$ cat config.mk
export PLATFORM = sky130hd
export DESIGN_NAME = kc3_cell
export DESIGN_NICKNAME = d
export VERILOG_FILES = /design/src/design/kc3_pkg.sv /design/src/design/kc3_cell.sv
export SDC_FILE = /design/constraint.sdc
export NUM_CORES = 1
export LEC_CHECK = 0
export BUFFER_PORTS_ARGS = -buffer_cell sky130_fd_sc_hd__buf_4
export CAP_MARGIN = 10
export CORE_ASPECT_RATIO = 0.9
export CORE_UTILIZATION = 55
export CTS_CLUSTER_SIZE = 24
export DETAILED_ROUTE_END_ITERATION = 6
export HOLD_SLACK_MARGIN = 0.15
export PLACE_DENSITY_LB_ADDON = 0.12
export SYNTH_ARGS = -nofsm -noshare
export SYNTH_HDL_FRONTEND = slang
export SYNTH_SLANG_ARGS = --single-unit
$ cat constraint.sdc
create_clock -name clock -period 13.9 [get_ports clock]
set_clock_uncertainty 0.1 [all_clocks]
set_input_delay 2.085 -clock clock [delete_from_list [all_inputs] [get_ports clock]]
set_output_delay 2.085 -clock clock [all_outputs]
set_load 0.01 [all_outputs]
$ cat src/design/kc3_pkg.sv
`timescale 1ns / 1ps
// ----------------------------------------------------------------------------
// kc3_pkg - shared types and constants for the 3x3 convolution filter
// Pixel and partial-sum types, fixed-point widths, register indexes and the
// coefficient lookup used by the cell chain and the top level.
// ----------------------------------------------------------------------------
package kc3_pkg;

   localparam int PIX_BITS      = 8;
   localparam int COEF_BITS     = 16;
   localparam int SUM_BITS      = 29;   // nine Q4.12 x 8-bit products
   localparam int GAIN_BITS     = 16;
   localparam int BIAS_BITS     = 9;
   localparam int PROD_BITS     = SUM_BITS + GAIN_BITS;
   localparam int FRAC_BITS     = 20;
   localparam int TAPS          = 9;
   localparam int TAP_IDX_BITS  = 4;
   localparam int FW_BITS       = 11;
   localparam int FH_BITS       = 13;
   localparam int ROW_BITS      = 12;
   localparam int MAX_HEIGHT    = 4096;
   localparam int CSR_IDX_BITS  = 3;
   localparam int CSR_DATA_BITS = 64;
   localparam logic [PIX_BITS-1:0] CH_MAX = 8'hFF;

   typedef enum logic [CSR_IDX_BITS-1:0] {
      CSR_FRAME_WIDTH  = 3'd0,
      CSR_FRAME_HEIGHT = 3'd1,
      CSR_COEF_WORD_0  = 3'd2,
      CSR_COEF_WORD_1  = 3'd3,
      CSR_COEF_WORD_2  = 3'd4,
      CSR_GAIN         = 3'd5,
      CSR_BIAS         = 3'd6
   } csr_index_type;

   typedef struct packed {
      logic [PIX_BITS-1:0] blue;
      logic [PIX_BITS-1:0] green;
      logic [PIX_BITS-1:0] red;
   } pix_type;

   typedef struct packed {
      logic signed [SUM_BITS-1:0] blue;
      logic signed [SUM_BITS-1:0] green;
      logic signed [SUM_BITS-1:0] red;
   } sum_type;

   // tap t sits in word t/4 at bits 16*(t%4)
   function automatic logic signed [COEF_BITS-1:0] coef_of(
      input logic [CSR_DATA_BITS-1:0] w0,
      input logic [CSR_DATA_BITS-1:0] w1,
      input logic [CSR_DATA_BITS-1:0] w2,
      input logic [TAP_IDX_BITS-1:0]  t
   );
      logic [CSR_DATA_BITS-1:0] w;
      begin
         if (t < 4'd4) begin
            w = w0;
         end else if (t < 4'd8) begin
            w = w1;
         end else begin
            w = w2;
         end
         coef_of = w[16*t[1:0] +: COEF_BITS];
      end
   endfunction

endpackage

$ cat src/design/kc3_cell.sv
`timescale 1ns / 1ps
// ----------------------------------------------------------------------------
// kc3_cell - one tap cell of the convolution chain
// Holds one gathered tap, passes it on when the chain shifts, and adds its
// weighted tap to the partial sum handed over by the previous cell.
// ----------------------------------------------------------------------------
module kc3_cell (
   input  logic                                  clock,
   input  logic                                  shift_en,
   input  kc3_pkg::pix_type                      tap_in,
   input  logic signed [kc3_pkg::COEF_BITS-1:0]  coef,
   input  kc3_pkg::sum_type                      sum_in,
   output kc3_pkg::pix_type                      tap_out,
   output kc3_pkg::sum_type                      sum_out
);

   localparam int MUL_BITS = kc3_pkg::COEF_BITS + kc3_pkg::PIX_BITS + 1;

   kc3_pkg::pix_type tap_ff;
   kc3_pkg::sum_type sum_ff;
   kc3_pkg::sum_type sum_in_w;
   logic signed [MUL_BITS-1:0] mul_r, mul_g, mul_b;

   always_comb begin
      mul_r = coef * $signed({1'b0, tap_ff.red});
      mul_g = coef * $signed({1'b0, tap_ff.green});
      mul_b = coef * $signed({1'b0, tap_ff.blue});
      sum_in_w.red   = sum_in.red   + kc3_pkg::SUM_BITS'(mul_r);
      sum_in_w.green = sum_in.green + kc3_pkg::SUM_BITS'(mul_g);
      sum_in_w.blue  = sum_in.blue  + kc3_pkg::SUM_BITS'(mul_b);
   end

   // advance the tap only on a shift; the sum ripples every cycle
   always_ff @(posedge clock) begin
      if (shift_en) begin
         tap_ff <= tap_in;
      end
      sum_ff <= sum_in_w;
   end

   assign tap_out = tap_ff;
   assign sum_out = sum_ff;

endmodule

== Word-level counts from Yosys, hierarchy flattened ==
Index checks and enable logic that the tools add are counted.

* Register bits after elaboration: 111
* Bits of input ports: 129
* Output and inout bits: 111

* Add/subtract/negate cells: 3
* Multiply operators: 3

{| class="wikitable"
|+ Operator list
! cell !! number
|-
| $add 29x25->29 || 3
|-
| $mul 16x9->25 || 3
|}

== Longest topological paths before layout ==
Gate-level depths: netlist of run 1.

* Word-level depth: 2
* Gate-level depth with buffers: 22
* Mapped depth without buffers: 21

== Worst setup path before layout of run 1 ==
No wires, ideal clock.

* Kind: input to register
* Start: input port coef[15] (netlist bit)
* End: register sum_ff (netlist bit sum_out[55])
* Arrival: 6.987 ns
* Required time: 13.681 ns
* Setup slack: 6.694 ns
* Cell stages on the path: 20
* Buffers on the path: 1
* Cell sequence: clkbuf_1 > nand2_1 > fa_1 > fa_1 > inv_1 > fa_1 > fa_1 > inv_1 > fa_1 > inv_1 > ha_1 > a21o_1 > a21o_1 > a21o_1 > a21oi_1 > o21bai_1 > a221oi_4 > o21bai_2 > a21o_1 > xor2_1

{| class="wikitable"
|+ RTL lines
! element !! line !! text
|-
| start: declaration || kc3_cell.sv:11 || <nowiki>input logic signed [kc3_pkg::COEF_BITS-1:0] coef,</nowiki>
|-
| end signal: assignment || kc3_cell.sv:38 || <nowiki>sum_ff <= sum_in_w;</nowiki>
|-
| end: declaration || kc3_cell.sv:20 || <nowiki>kc3_pkg::sum_type sum_ff;</nowiki>
|}

==> results of run 1 <==
[kinds of logic (layout without fill, tap and decap cells)]
logic type,count (synthesis),in the layout,share of synthesized area
buffers and inverters,600,791,0.116
adder cells (fa/ha/maj),573,573,0.518
AND/OR/NAND/NOR,499,499,0.128
AO/OA/AOI/OAI,221,221,0.0780
flip-flops,111,111,0.127
XOR/XNOR,77,77,0.0346
[placed cells by master, fill, tap and decap left out, types with 10 or more instances in the layout]
cell type,instances
nand3_1,13
nand4_1,10
and2_1,199
nand2_1,211
dfxtp_1,87
a21oi_1,68
inv_1,536
o21a_1,11
nor2_1,37
xnor2_1,45
a21o_1,40
xor2_1,32
o21ai_0,27
ha_1,186
edfxtp_1,24
o21bai_1,12
buf_4,239
fa_1,387
[metrics by stage]
stage / util / hold slack (ns) / area [um^2] / std cells / worst slack, ns
after global placement: 0.627 / 1.01 / 21600 / 2718 / 6.44
final: 0.636 / 1.03 / 21900 / 2734 / 6.66
after CTS: 0.636 / 1.03 / 21900 / 2734 / 6.72
after detailed placement: 0.627 / 0.999 / 21600 / 2718 / 6.28
after global routing: 0.636 / 1.12 / 21900 / 2734 / 6.38
after floorplan: - / 0.641 / 19500 / 2081 / 6.69
[sequential cells by signal (all words and copies together), names as in the netlist]
register,cells
sum_out,87
tap_out,24
[worst max path at each step]
stage	from	to	slack [ns]	cells after the start
after floorplan	coef[15]	sum_out[55]$_DFF_P_	6.69	20
after global placement	coef[7]	sum_out[28]$_DFF_P_	6.44	21
after detailed placement	coef[7]	sum_out[26]$_DFF_P_	6.28	22
after CTS	coef[7]	sum_out[28]$_DFF_P_	6.72	21
after global routing	coef[7]	sum_out[28]$_DFF_P_	6.38	21
final	coef[7]	sum_out[28]$_DFF_P_	6.66	21
[metal layers]
metal	wire, um	GRT usage	up-vias
li1	-	-	6603
met1	18300	0.339	7211
met2	20600	0.410	356
met3	2100	0.0363	40
met4	694	0.0666	0
met5	0	0	-
[cell usage after synthesis (all sizes together) (2+ instances only)]
master / number
o21a: 11
o211ai: 2
a31o: 2
nor3: 6
edfxtp: 24
dfxtp: 87
nor2: 37
inv: 536
o31ai: 4
a21oi: 72
or3: 2
and2: 199
fa: 387
a21o: 40
a31oi: 9
nand4: 10
a221oi: 2
nand2: 211
xnor2: 45
o21ai: 37
o22a: 2
o21bai: 13
nand3: 13
xor2: 32
a211oi: 10
ha: 186
a22o: 2
a41o: 2
clkbuf: 63
and3: 9
nand2b: 6
nor2b: 4
[tightest hold or removal path, stage by stage (launching register included)]
cell and delay, ns:
edfxtp_1 0.76, and2_1 0.22, ha_1 0.11
[cell type report]
class / count / share of cell area
well taps: 462 / 0.0264
repair buffers: 239 / 0.0819
flip-flops and latches: 111 / 0.112
inverters: 536 / 0.0919
clock inverters: 7 / 0.00360
multi-input cells: 1370 / 0.674
clock buffers: 9 / 0.0103
==> results by group, run 1 <==
Outcome
  – Outcome: finished clean

Final layout
  – Fin nets: 2969
  – Layout area overhead: 12.5%
  – N_diodes: 0
  – Register Area: 2460 um^2
  – Layout cells sized above 1: 0.121
  – Fill cell count: 2970
  – Multi-input gate area: about 15000 um^2

CTS
  – Register clock-pin slew on the reported worst setup and hold paths: 0.08 ns
  – TritonCTS Buffers: 9
  – Maximum clock path buffer count: 2
  – H-tree depth: 3
  – Post-CTS Hold Buffers: 0
  – Clock sinks: 111
  – Worst-skew pair later-pin latency: 0.40 ns
  – Root Buffer: clkbuf_16
  – Setup bufs post-CTS: 0
  – CTS tree: done
  – Cts repair resizes: 0

Detailed routing
  – Detailed Route WL: 41700 um
  – # DRC: 0
  – Iteration-0 DRC Markers: roughly 680
  – Antenna Violating Nets Remaining: 0
  – TritonRoute pass-1 iters: 5
  – Post-DR wirelength/cell: between 15 and 20 um
  – Routed vias/inst: slightly above 5
  – Via Count: 14.2k

Worst setup path
  – CP top delay family: adder cells
  – R2R Path Start: tap_out[0]$_DFFE_PP_
  – Req. time, crit path: 14.08 ns
  – R2r endpoint: sum_out[28]$_DFF_P_
  – Worst path slowest cell: fa_1
  – Critical Path AT: 7.42 ns
  – Crit path launch type: input pin
  – Crit-path max FO: 24
  – Critical Path, Cell by Cell: buf_4 > nand2_1 > fa_1 > inv_1 > fa_1 > inv_1 > fa_1 > inv_1 > fa_1 > inv_1 > fa_1 > inv_1 > ha_1 > o21a_1 > o21ai_0 > a21oi_1 > a21oi_1 > a211oi_1 > a22o_1 > o221ai_1 > xnor2_1
  – Critical Path Max Stage Delay: 0.56 ns
  – CP endpoint kind: flip-flop
  – Critical path class: in2reg
  – CP Buf/Inv Count: 6
  – Depth of the most critical reg-to-reg path: 20
  – Flop2flop setup slack: 7.74 ns

Synthesis
  – Number of synthesized register bits: between 100 and 150
  – Synth top area share: 0.398
  – EDFF count, synth: 24
  – Syn avg cell area: 9.35 um^2
  – Post-synth design cell area: 19500 um^2
  – Biggest area consumer among synthesized cells: fa_1
  – Leading post-synthesis cells by cell area: fa_1 (40%), ha_1 (12%), inv_1 (10%), dfxtp_1 (8.9%), and2_1 (6.4%)
  – Post-synth ARST share: 0
  – Sequential element share of the synthesized area: 0.127
  – Yosys Warn Count: 0
  – Syn nets: 2783
  – Post-synth cell types: 58
  – Synthesized instance count: 2081
  – Ys flop type: dfxtp_1

Die
  – Initial Utilization: 0.565
  – Cell Rows: 64
  – Height of the die: ~180 um
  – Die footprint: 36100 um^2
  – I/O pin count: 240
  – Die width: 200 um
  – Core Region: 34400 um^2

STA
  – Hold Fails Final Rpt: 0
  – Slew Viols, Final: 0
  – Worst slew pin tran: 0.754 ns
  – Setup violations, final: 0
  – Fin crit share: 0.521
  – Period minus WS final: 7.24 ns
  – Setup TNS: 0 ns
  – Slew margin rel.: 0.497
  – Fmax: 0.138 GHz
  – RSZ-0062 raised after global routing: false

Placement
  – Placed wire-length estimate: 33600 um
  – Gpl congestion: 0.898
  – Port bufs: 239

Global route
  – Number of global-route vias before repair: between 10k and 15k
  – First-pass GRT wire length: 71700 um
  – Antenna violations before repair: 0
  – Grt total ovfl: 0
  – Gr usage total: 0.247
  – Largest net degree at the start of global routing: 25

Worst hold path
  – WHS Endpoint: sum_out[58]$_DFF_P_
  – Hold path start: tap_out[16]$_DFFE_PP_
  – Hold path depth: 2
  – Worst Hold Class: reg2reg

Flow run
  – MaxCap Viol Count: 0
Power of run 1 is left out: the tool's default activity adds up to more than one toggle a clock period on the data nets, which glitch-free logic cannot reach.
==> run 2: changes to the inputs <==
clock period = 6.7 ns   (was 13.9 ns; I/O delays follow)
==> run 2 against run 1 <==
Routed wire length decreased by 0.77%. Register-to-register slack worse by 7.1 ns. Hold slack got worse by 0.34 ns. Count of clock-buffer cells in the layout unchanged. Critical path depth is 1 lower. Largest cell class unchanged. Non-clock buffer count rose by 6. Worst setup slack lost 6.1 ns. First-iteration DRC count grew 5.8%. Sequential cell count unchanged. Cell count up 0.22%. Design area is 0.19% higher. Highest routed layer unchanged. Die area unchanged.
==> results by group, run 2 (same netlist as run 1, synthesis figures left out) <==
Outcome
  – Outcome: finished clean

CTS
  – Setup bufs post-CTS: 0 (unchanged)
  – Cts repair resizes: 0 (unchanged)
  – Worst-skew pair later-pin latency: 0.39 ns (about the same)
  – TritonCTS Buffers: 9 (unchanged)
  – Register clock-pin slew on the reported worst setup and hold paths: 0.08 ns (about the same)
  – H-tree depth: 3 (unchanged)
  – Post-CTS Hold Buffers: 0 (unchanged)
  – Clock sinks: 111 (unchanged)
  – Root Buffer: clkbuf_16
  – Maximum clock path buffer count: 2 (unchanged)
  – CTS tree: done

Detailed routing
  – Met2 wire length: 20300 um (-1.4%)
  – Detailed Route WL: 41400 um (-0.77%)
  – Met3 wire len: 1850 um (-12%)
  – Iteration-0 DRC Markers: 724 (+5.8%)
  – Top sig layer: met4
  – Via Count: 14.1k (-0.71%)
  – WL met1: 18600 um (+1.5%)
  – Post-DR wirelength/cell: 15.1 um (-0.99%)
  – Routed vias/inst: 5.15 (-0.93%)
  – TritonRoute pass-1 iters: 5 (unchanged)
  – # DRC: 0 (unchanged)
  – Antenna Violating Nets Remaining: 0 (unchanged)

Worst hold path
  – Worst Hold Class: in2reg

STA
  – Setup TNS: 0 ns (unchanged)
  – Period minus WS final: 6.14 ns
  – Slew margin rel.: 0.526 (+0.0287)
  – Worst slew pin tran: 0.711 ns (-0.0430 ns)
  – Slew Viols, Final: 0 (unchanged)
  – WHS: 0.685 ns (-0.342 ns)
  – Setup violations, final: 0 (unchanged)
  – Fmax: approximately 0.16 GHz
  – Hold Fails Final Rpt: 0 (unchanged)
  – Fin crit share: 0.917
  – RSZ-0062 raised after global routing: false

Final layout
  – Fill cell count: 2977 (+0.24%)
  – Max reg flops: 87 (unchanged)
  – Commonest non-fill, non-tap cell in the layout: inv_1
  – Most frequent cells in the layout: inv_1 (536), fa_1 (387), buf_4 (245), nand2_1 (211), and2_1 (199)
  – Layout area overhead: 12.7%
  – Layout cells sized above 1: 0.123 (+0.00276)
  – N_diodes: 0 (unchanged)
  – Fin nets: 2975 (+0.20%)

Worst setup path
  – Crit-path max FO: 24 (unchanged)
  – Crit path launch type: input pin
  – Critical Path AT: 6.33 ns (-1.09 ns)
  – Critical path class: in2reg
  – CP endpoint kind: flip-flop
  – Req. time, crit path: 6.89 ns (-7.19 ns)

Die
  – Cell Rows: 64 (unchanged)
  – I/O pin count: 240 (unchanged)
  – Height of the die: 180 um (unchanged)
  – Die footprint: 36100 um^2 (unchanged)
  – Initial Utilization: 0.565 (unchanged)
  – Die width: 200 um (unchanged)
  – Core Region: 34400 um^2 (unchanged)

Flow run
  – MaxCap Viol Count: 0 (unchanged)

Global route
  – Antenna violations before repair: 0 (unchanged)
  – Number of global-route vias before repair: 14.6k (-1.7%)
  – Grt total ovfl: 0 (unchanged)
  – Largest net degree at the start of global routing: 25 (unchanged)
  – First-pass GRT wire length: 70400 um (-1.8%)
  – Gr usage total: 0.241 (-0.00542)

Placement
  – Gpl congestion: 0.916 (+2.1%)
  – Placed wire-length estimate: 33300 um (-0.85%)
  – Port bufs: 239 (unchanged)
==> run 2: cell count changes in the layout (fill, tap and decap cells not counted) <==
cell,change
bufinv_16,-1
buf_4,+6
clkinv_8,+2
inv_6,+2
inv_8,-1
clkinv_1,-1
clkinv_4,-1
==> run 2: per-stage QoR <==
stage,area (um^2),instances,setup slack (ns),utilization
2_1_floorplan,19500,2081,0.574,-
3_3_place_gp,21600,2724,0.295,0.629
3_5_place_dp,21600,2724,0.185,0.629
4_1_cts,21900,2740,0.618,0.637
5_1_grt,21900,2740,0.296,0.637
6_report,21900,2740,0.558,0.637
==> run 2: worst paths after layout <==
check	from	end	slack (ns)	cells after the start
worst max-delay path	coef[7]	sum_out[86]$_DFF_P_	0.56	20
worst min-delay path	tap_in[14]	tap_out[14]$_DFFE_PP_	0.69	1
worst max register to register	tap_out[17]$_DFFE_PP_	sum_out[86]$_DFF_P_	0.60	19
worst min register to register	tap_out[16]$_DFFE_PP_	sum_out[58]$_DFF_P_	0.75	2
==> run 2: layout make-up <==
type                    count  area, um^2  share of cell area
clock buffers               9         225              0.0103
multi-input cells        1370       14800               0.672
well taps                 462         578              0.0263
inverters                 536        2010              0.0917
clock inverters             7        75.1             0.00342
flip-flops and latches    111        2460               0.112
repair buffers            245        1840              0.0838
==> run 2: per-layer routing <==
metal / vias up / global-route usage
met3: 32 / 0.0291
met1: 7140 / 0.336
li1: 6605 / -
met5: - / 0
met4: 0 / 0.0602
met2: 332 / 0.403
==> run 2: critical path: stages <==
cell and delay, ns:
buf_4 0.25, nand2_1 0.13, fa_1 0.55, inv_1 0.06
fa_1 0.50, inv_1 0.05, fa_1 0.53, inv_1 0.05
fa_1 0.49, fa_1 0.41, ha_1 0.38, and2_1 0.18
nand4_1 0.12, o2111ai_1 0.43, nand3_1 0.13, o211ai_1 0.27
a31oi_1 0.26, o31ai_1 0.29, a21oi_1 0.11, xnor2_1 0.13
Power of run 2 is left out for the same reason.
==> run 3: changes to the inputs <==
CTS_BUF_LIST = sky130_fd_sc_hd__clkbuf_2 sky130_fd_sc_hd__clkbuf_4 sky130_fd_sc_hd__clkbuf_8   (was default)
REMOVE_ABC_BUFFERS = 1   (was default)
==> run 3 against run 2 <==
Count of clock-buffer cells in the layout is the same. Global-route usage grew 0.68 points. Sequential cell count is the same. Cell count grew 0.11%. Highest routed layer unchanged. Critical path depth grew 1. Worst setup slack gained 0.047 ns. Critical endpoint is now sum_out[28]$_DFF_P_. Sequential share of layout area grew 0.051 points.
==> results by group, run 3 (same netlist as run 1, synthesis figures left out) <==
Outcome
  – Outcome: finished clean

CTS
  – TritonCTS Buffers: 9 (unchanged)
  – CTS tree: done
  – Cts repair resizes: 0 (unchanged)
  – Post-CTS Hold Buffers: 0 (unchanged)
  – Root Buffer: clkbuf_8
  – Maximum clock path buffer count: 2 (unchanged)
  – H-tree depth: 3 (unchanged)
  – Register clock-pin slew on the reported worst setup and hold paths: 0.12 ns (+0.04 ns)
  – Clock sinks: 111 (unchanged)
  – Worst-skew pair later-pin latency: 0.45 ns (+0.06 ns)
  – Setup bufs post-CTS: 0 (unchanged)

Worst setup path
  – CP endpoint kind: flip-flop
  – Critical Path Max Stage Delay: 0.55 ns (about the same)
  – Crit-path max FO: 24 (unchanged)
  – Crit path from: coef[7]
  – Crit path launch type: input pin
  – Critical Path AT: 6.34 ns (about the same)
  – Req. time, crit path: 6.94 ns (+0.05 ns)
  – Critical Path, Cell by Cell: buf_4 > nand2_1 > fa_1 > inv_1 > fa_1 > inv_1 > fa_1 > inv_1 > fa_1 > inv_1 > fa_1 > inv_1 > ha_1 > o21a_1 > o21ai_0 > a21oi_1 > a21oi_1 > a211oi_1 > a22o_1 > o221ai_1 > xnor2_1
  – Worst path slowest cell: fa_1
  – R2R Path Start: tap_out[8]$_DFFE_PP_
  – Critical path class: in2reg

Final layout
  – Cell Count, Final, Fillers Out: 2743 (+0.11%)
  – Layout area overhead: 12.2%
  – Design Area, Final: 21800 um^2 (-0.46%)
  – Layout cells sized above 1: 0.124 (+0.000769)
  – Max reg flops: 87 (unchanged)
  – Fill cell count: 3037 (+2.0%)
  – Commonest non-fill, non-tap cell in the layout: inv_1
  – Most frequent cells in the layout: inv_1 (536), fa_1 (387), buf_4 (247), nand2_1 (211), and2_1 (199)
  – Fin nets: 2977 (+0.067%)

Global route
  – Largest net degree at the start of global routing: 25 (unchanged)
  – Antenna violations before repair: 1 (+1)
  – Grt total ovfl: 0 (unchanged)
  – Number of global-route vias before repair: 14.8k (+1.4%)
  – Gr usage total: 0.248 (+0.00682)
  – First-pass GRT wire length: 72000 um (+2.2%)

Worst hold path
  – Hold path start: tap_in[19]
  – Worst Hold Class: in2reg

Placement
  – Gpl congestion: 0.897 (-2.1%)
  – Port bufs: 239 (unchanged)
  – Placed inst area: 21700 um^2 (about the same)
  – Placed instance count: 2726 (+0.073%)
  – Placed wire-length estimate: 33600 um (+0.99%)

Die
  – Die width: 200 um (unchanged)
  – Initial Utilization: 0.565 (unchanged)
  – I/O pin count: 240 (unchanged)
  – Core Region: 34400 um^2 (unchanged)
  – Cell Rows: 64 (unchanged)
  – Height of the die: 180 um (unchanged)
  – Die footprint: 36100 um^2 (unchanged)

Detailed routing
  – Antenna Violating Nets Remaining: 0 (unchanged)
  – # DRC: 0 (unchanged)
  – Via Count: 14.2k (+0.73%)
  – Iteration-0 DRC Markers: 705 (-2.6%)
  – TritonRoute pass-1 iters: 5 (unchanged)
  – Post-DR wirelength/cell: 15.2 um (+0.64%)
  – Detailed Route WL: 41700 um (+0.75%)
  – Routed vias/inst: 5.18 (+0.62%)

STA
  – Slew margin rel.: 0.475 (-0.0514)
  – Fin crit share: 0.910 (-0.00698)
  – Hold Fails Final Rpt: 0 (unchanged)
  – WHS: 0.622 ns (-0.0629 ns)
  – Fmax: 0.164 GHz (+0.77%)
  – Period minus WS final: 6.09 ns (-0.0468 ns)
  – Slew Viols, Final: 0 (unchanged)
  – Setup TNS: 0 ns (unchanged)
  – Worst slew pin tran: 0.788 ns (+0.0771 ns)
  – Setup violations, final: 0 (unchanged)
  – RSZ-0062 raised after global routing: false

Flow run
  – MaxCap Viol Count: 0 (unchanged)
==> run 3: cell types whose count changed in the layout (fill, tap and decap cells not counted), sizes merged <==
cell | previous run | this run
diode | 0 | 1
buf | 245 | 247
inv | 539 | 541
clkinv | 3 | 1
==> run 3: path summary, 6_finish.rpt <==
path	slack, ns	depth (start not counted)	end
hold / removal	0.62	1	tap_out[19]$_DFFE_PP_
hold reg to reg	0.80	2	sum_out[0]$_DFF_P_
setup / recovery	0.61	21	sum_out[28]$_DFF_P_
setup reg to reg	0.64	19	sum_out[55]$_DFF_P_
==> run 3: stage by stage <==
step            util  setup WS [ns]
4_1_cts        0.634          0.657
3_3_place_gp   0.629          0.335
6_report       0.634          0.605
2_1_floorplan      -          0.892
3_5_place_dp   0.629          0.197
5_1_grt        0.634          0.285
==> run 3: layout make-up <==
cell class	instances	area, um^2	share of cell area
clock inverters	7	58.8	0.00269
repair buffers	247	1850	0.0849
well taps	462	578	0.0265
diodes	1	2.50	0.000115
clock buffers	9	124	0.00567
flip-flops and latches	111	2460	0.113
multi-input cells	1370	14800	0.675
inverters	536	2010	0.0921
==> run 3: per-layer routing <==
metal  GRT usage  up-vias  part of all wire
li1            -     6615                 -
met2       0.410      342              0.48
met3      0.0394       56             0.052
met5           0        -                 0
met1       0.343     7199              0.45
met4      0.0595        0             0.018
==> run 3: worst max-delay path, delay by kind of cell <==
kind / cells / cell delay, ns
adders and majority gates: 6 / 2.84
AOI/OAI and AO/OA: 7 / 1.68
buffers and inverters: 6 / 0.50
xor gates and xnor gates: 1 / 0.16
and+or+nand+nor: 1 / 0.13
Power of run 3 is left out for the same reason.
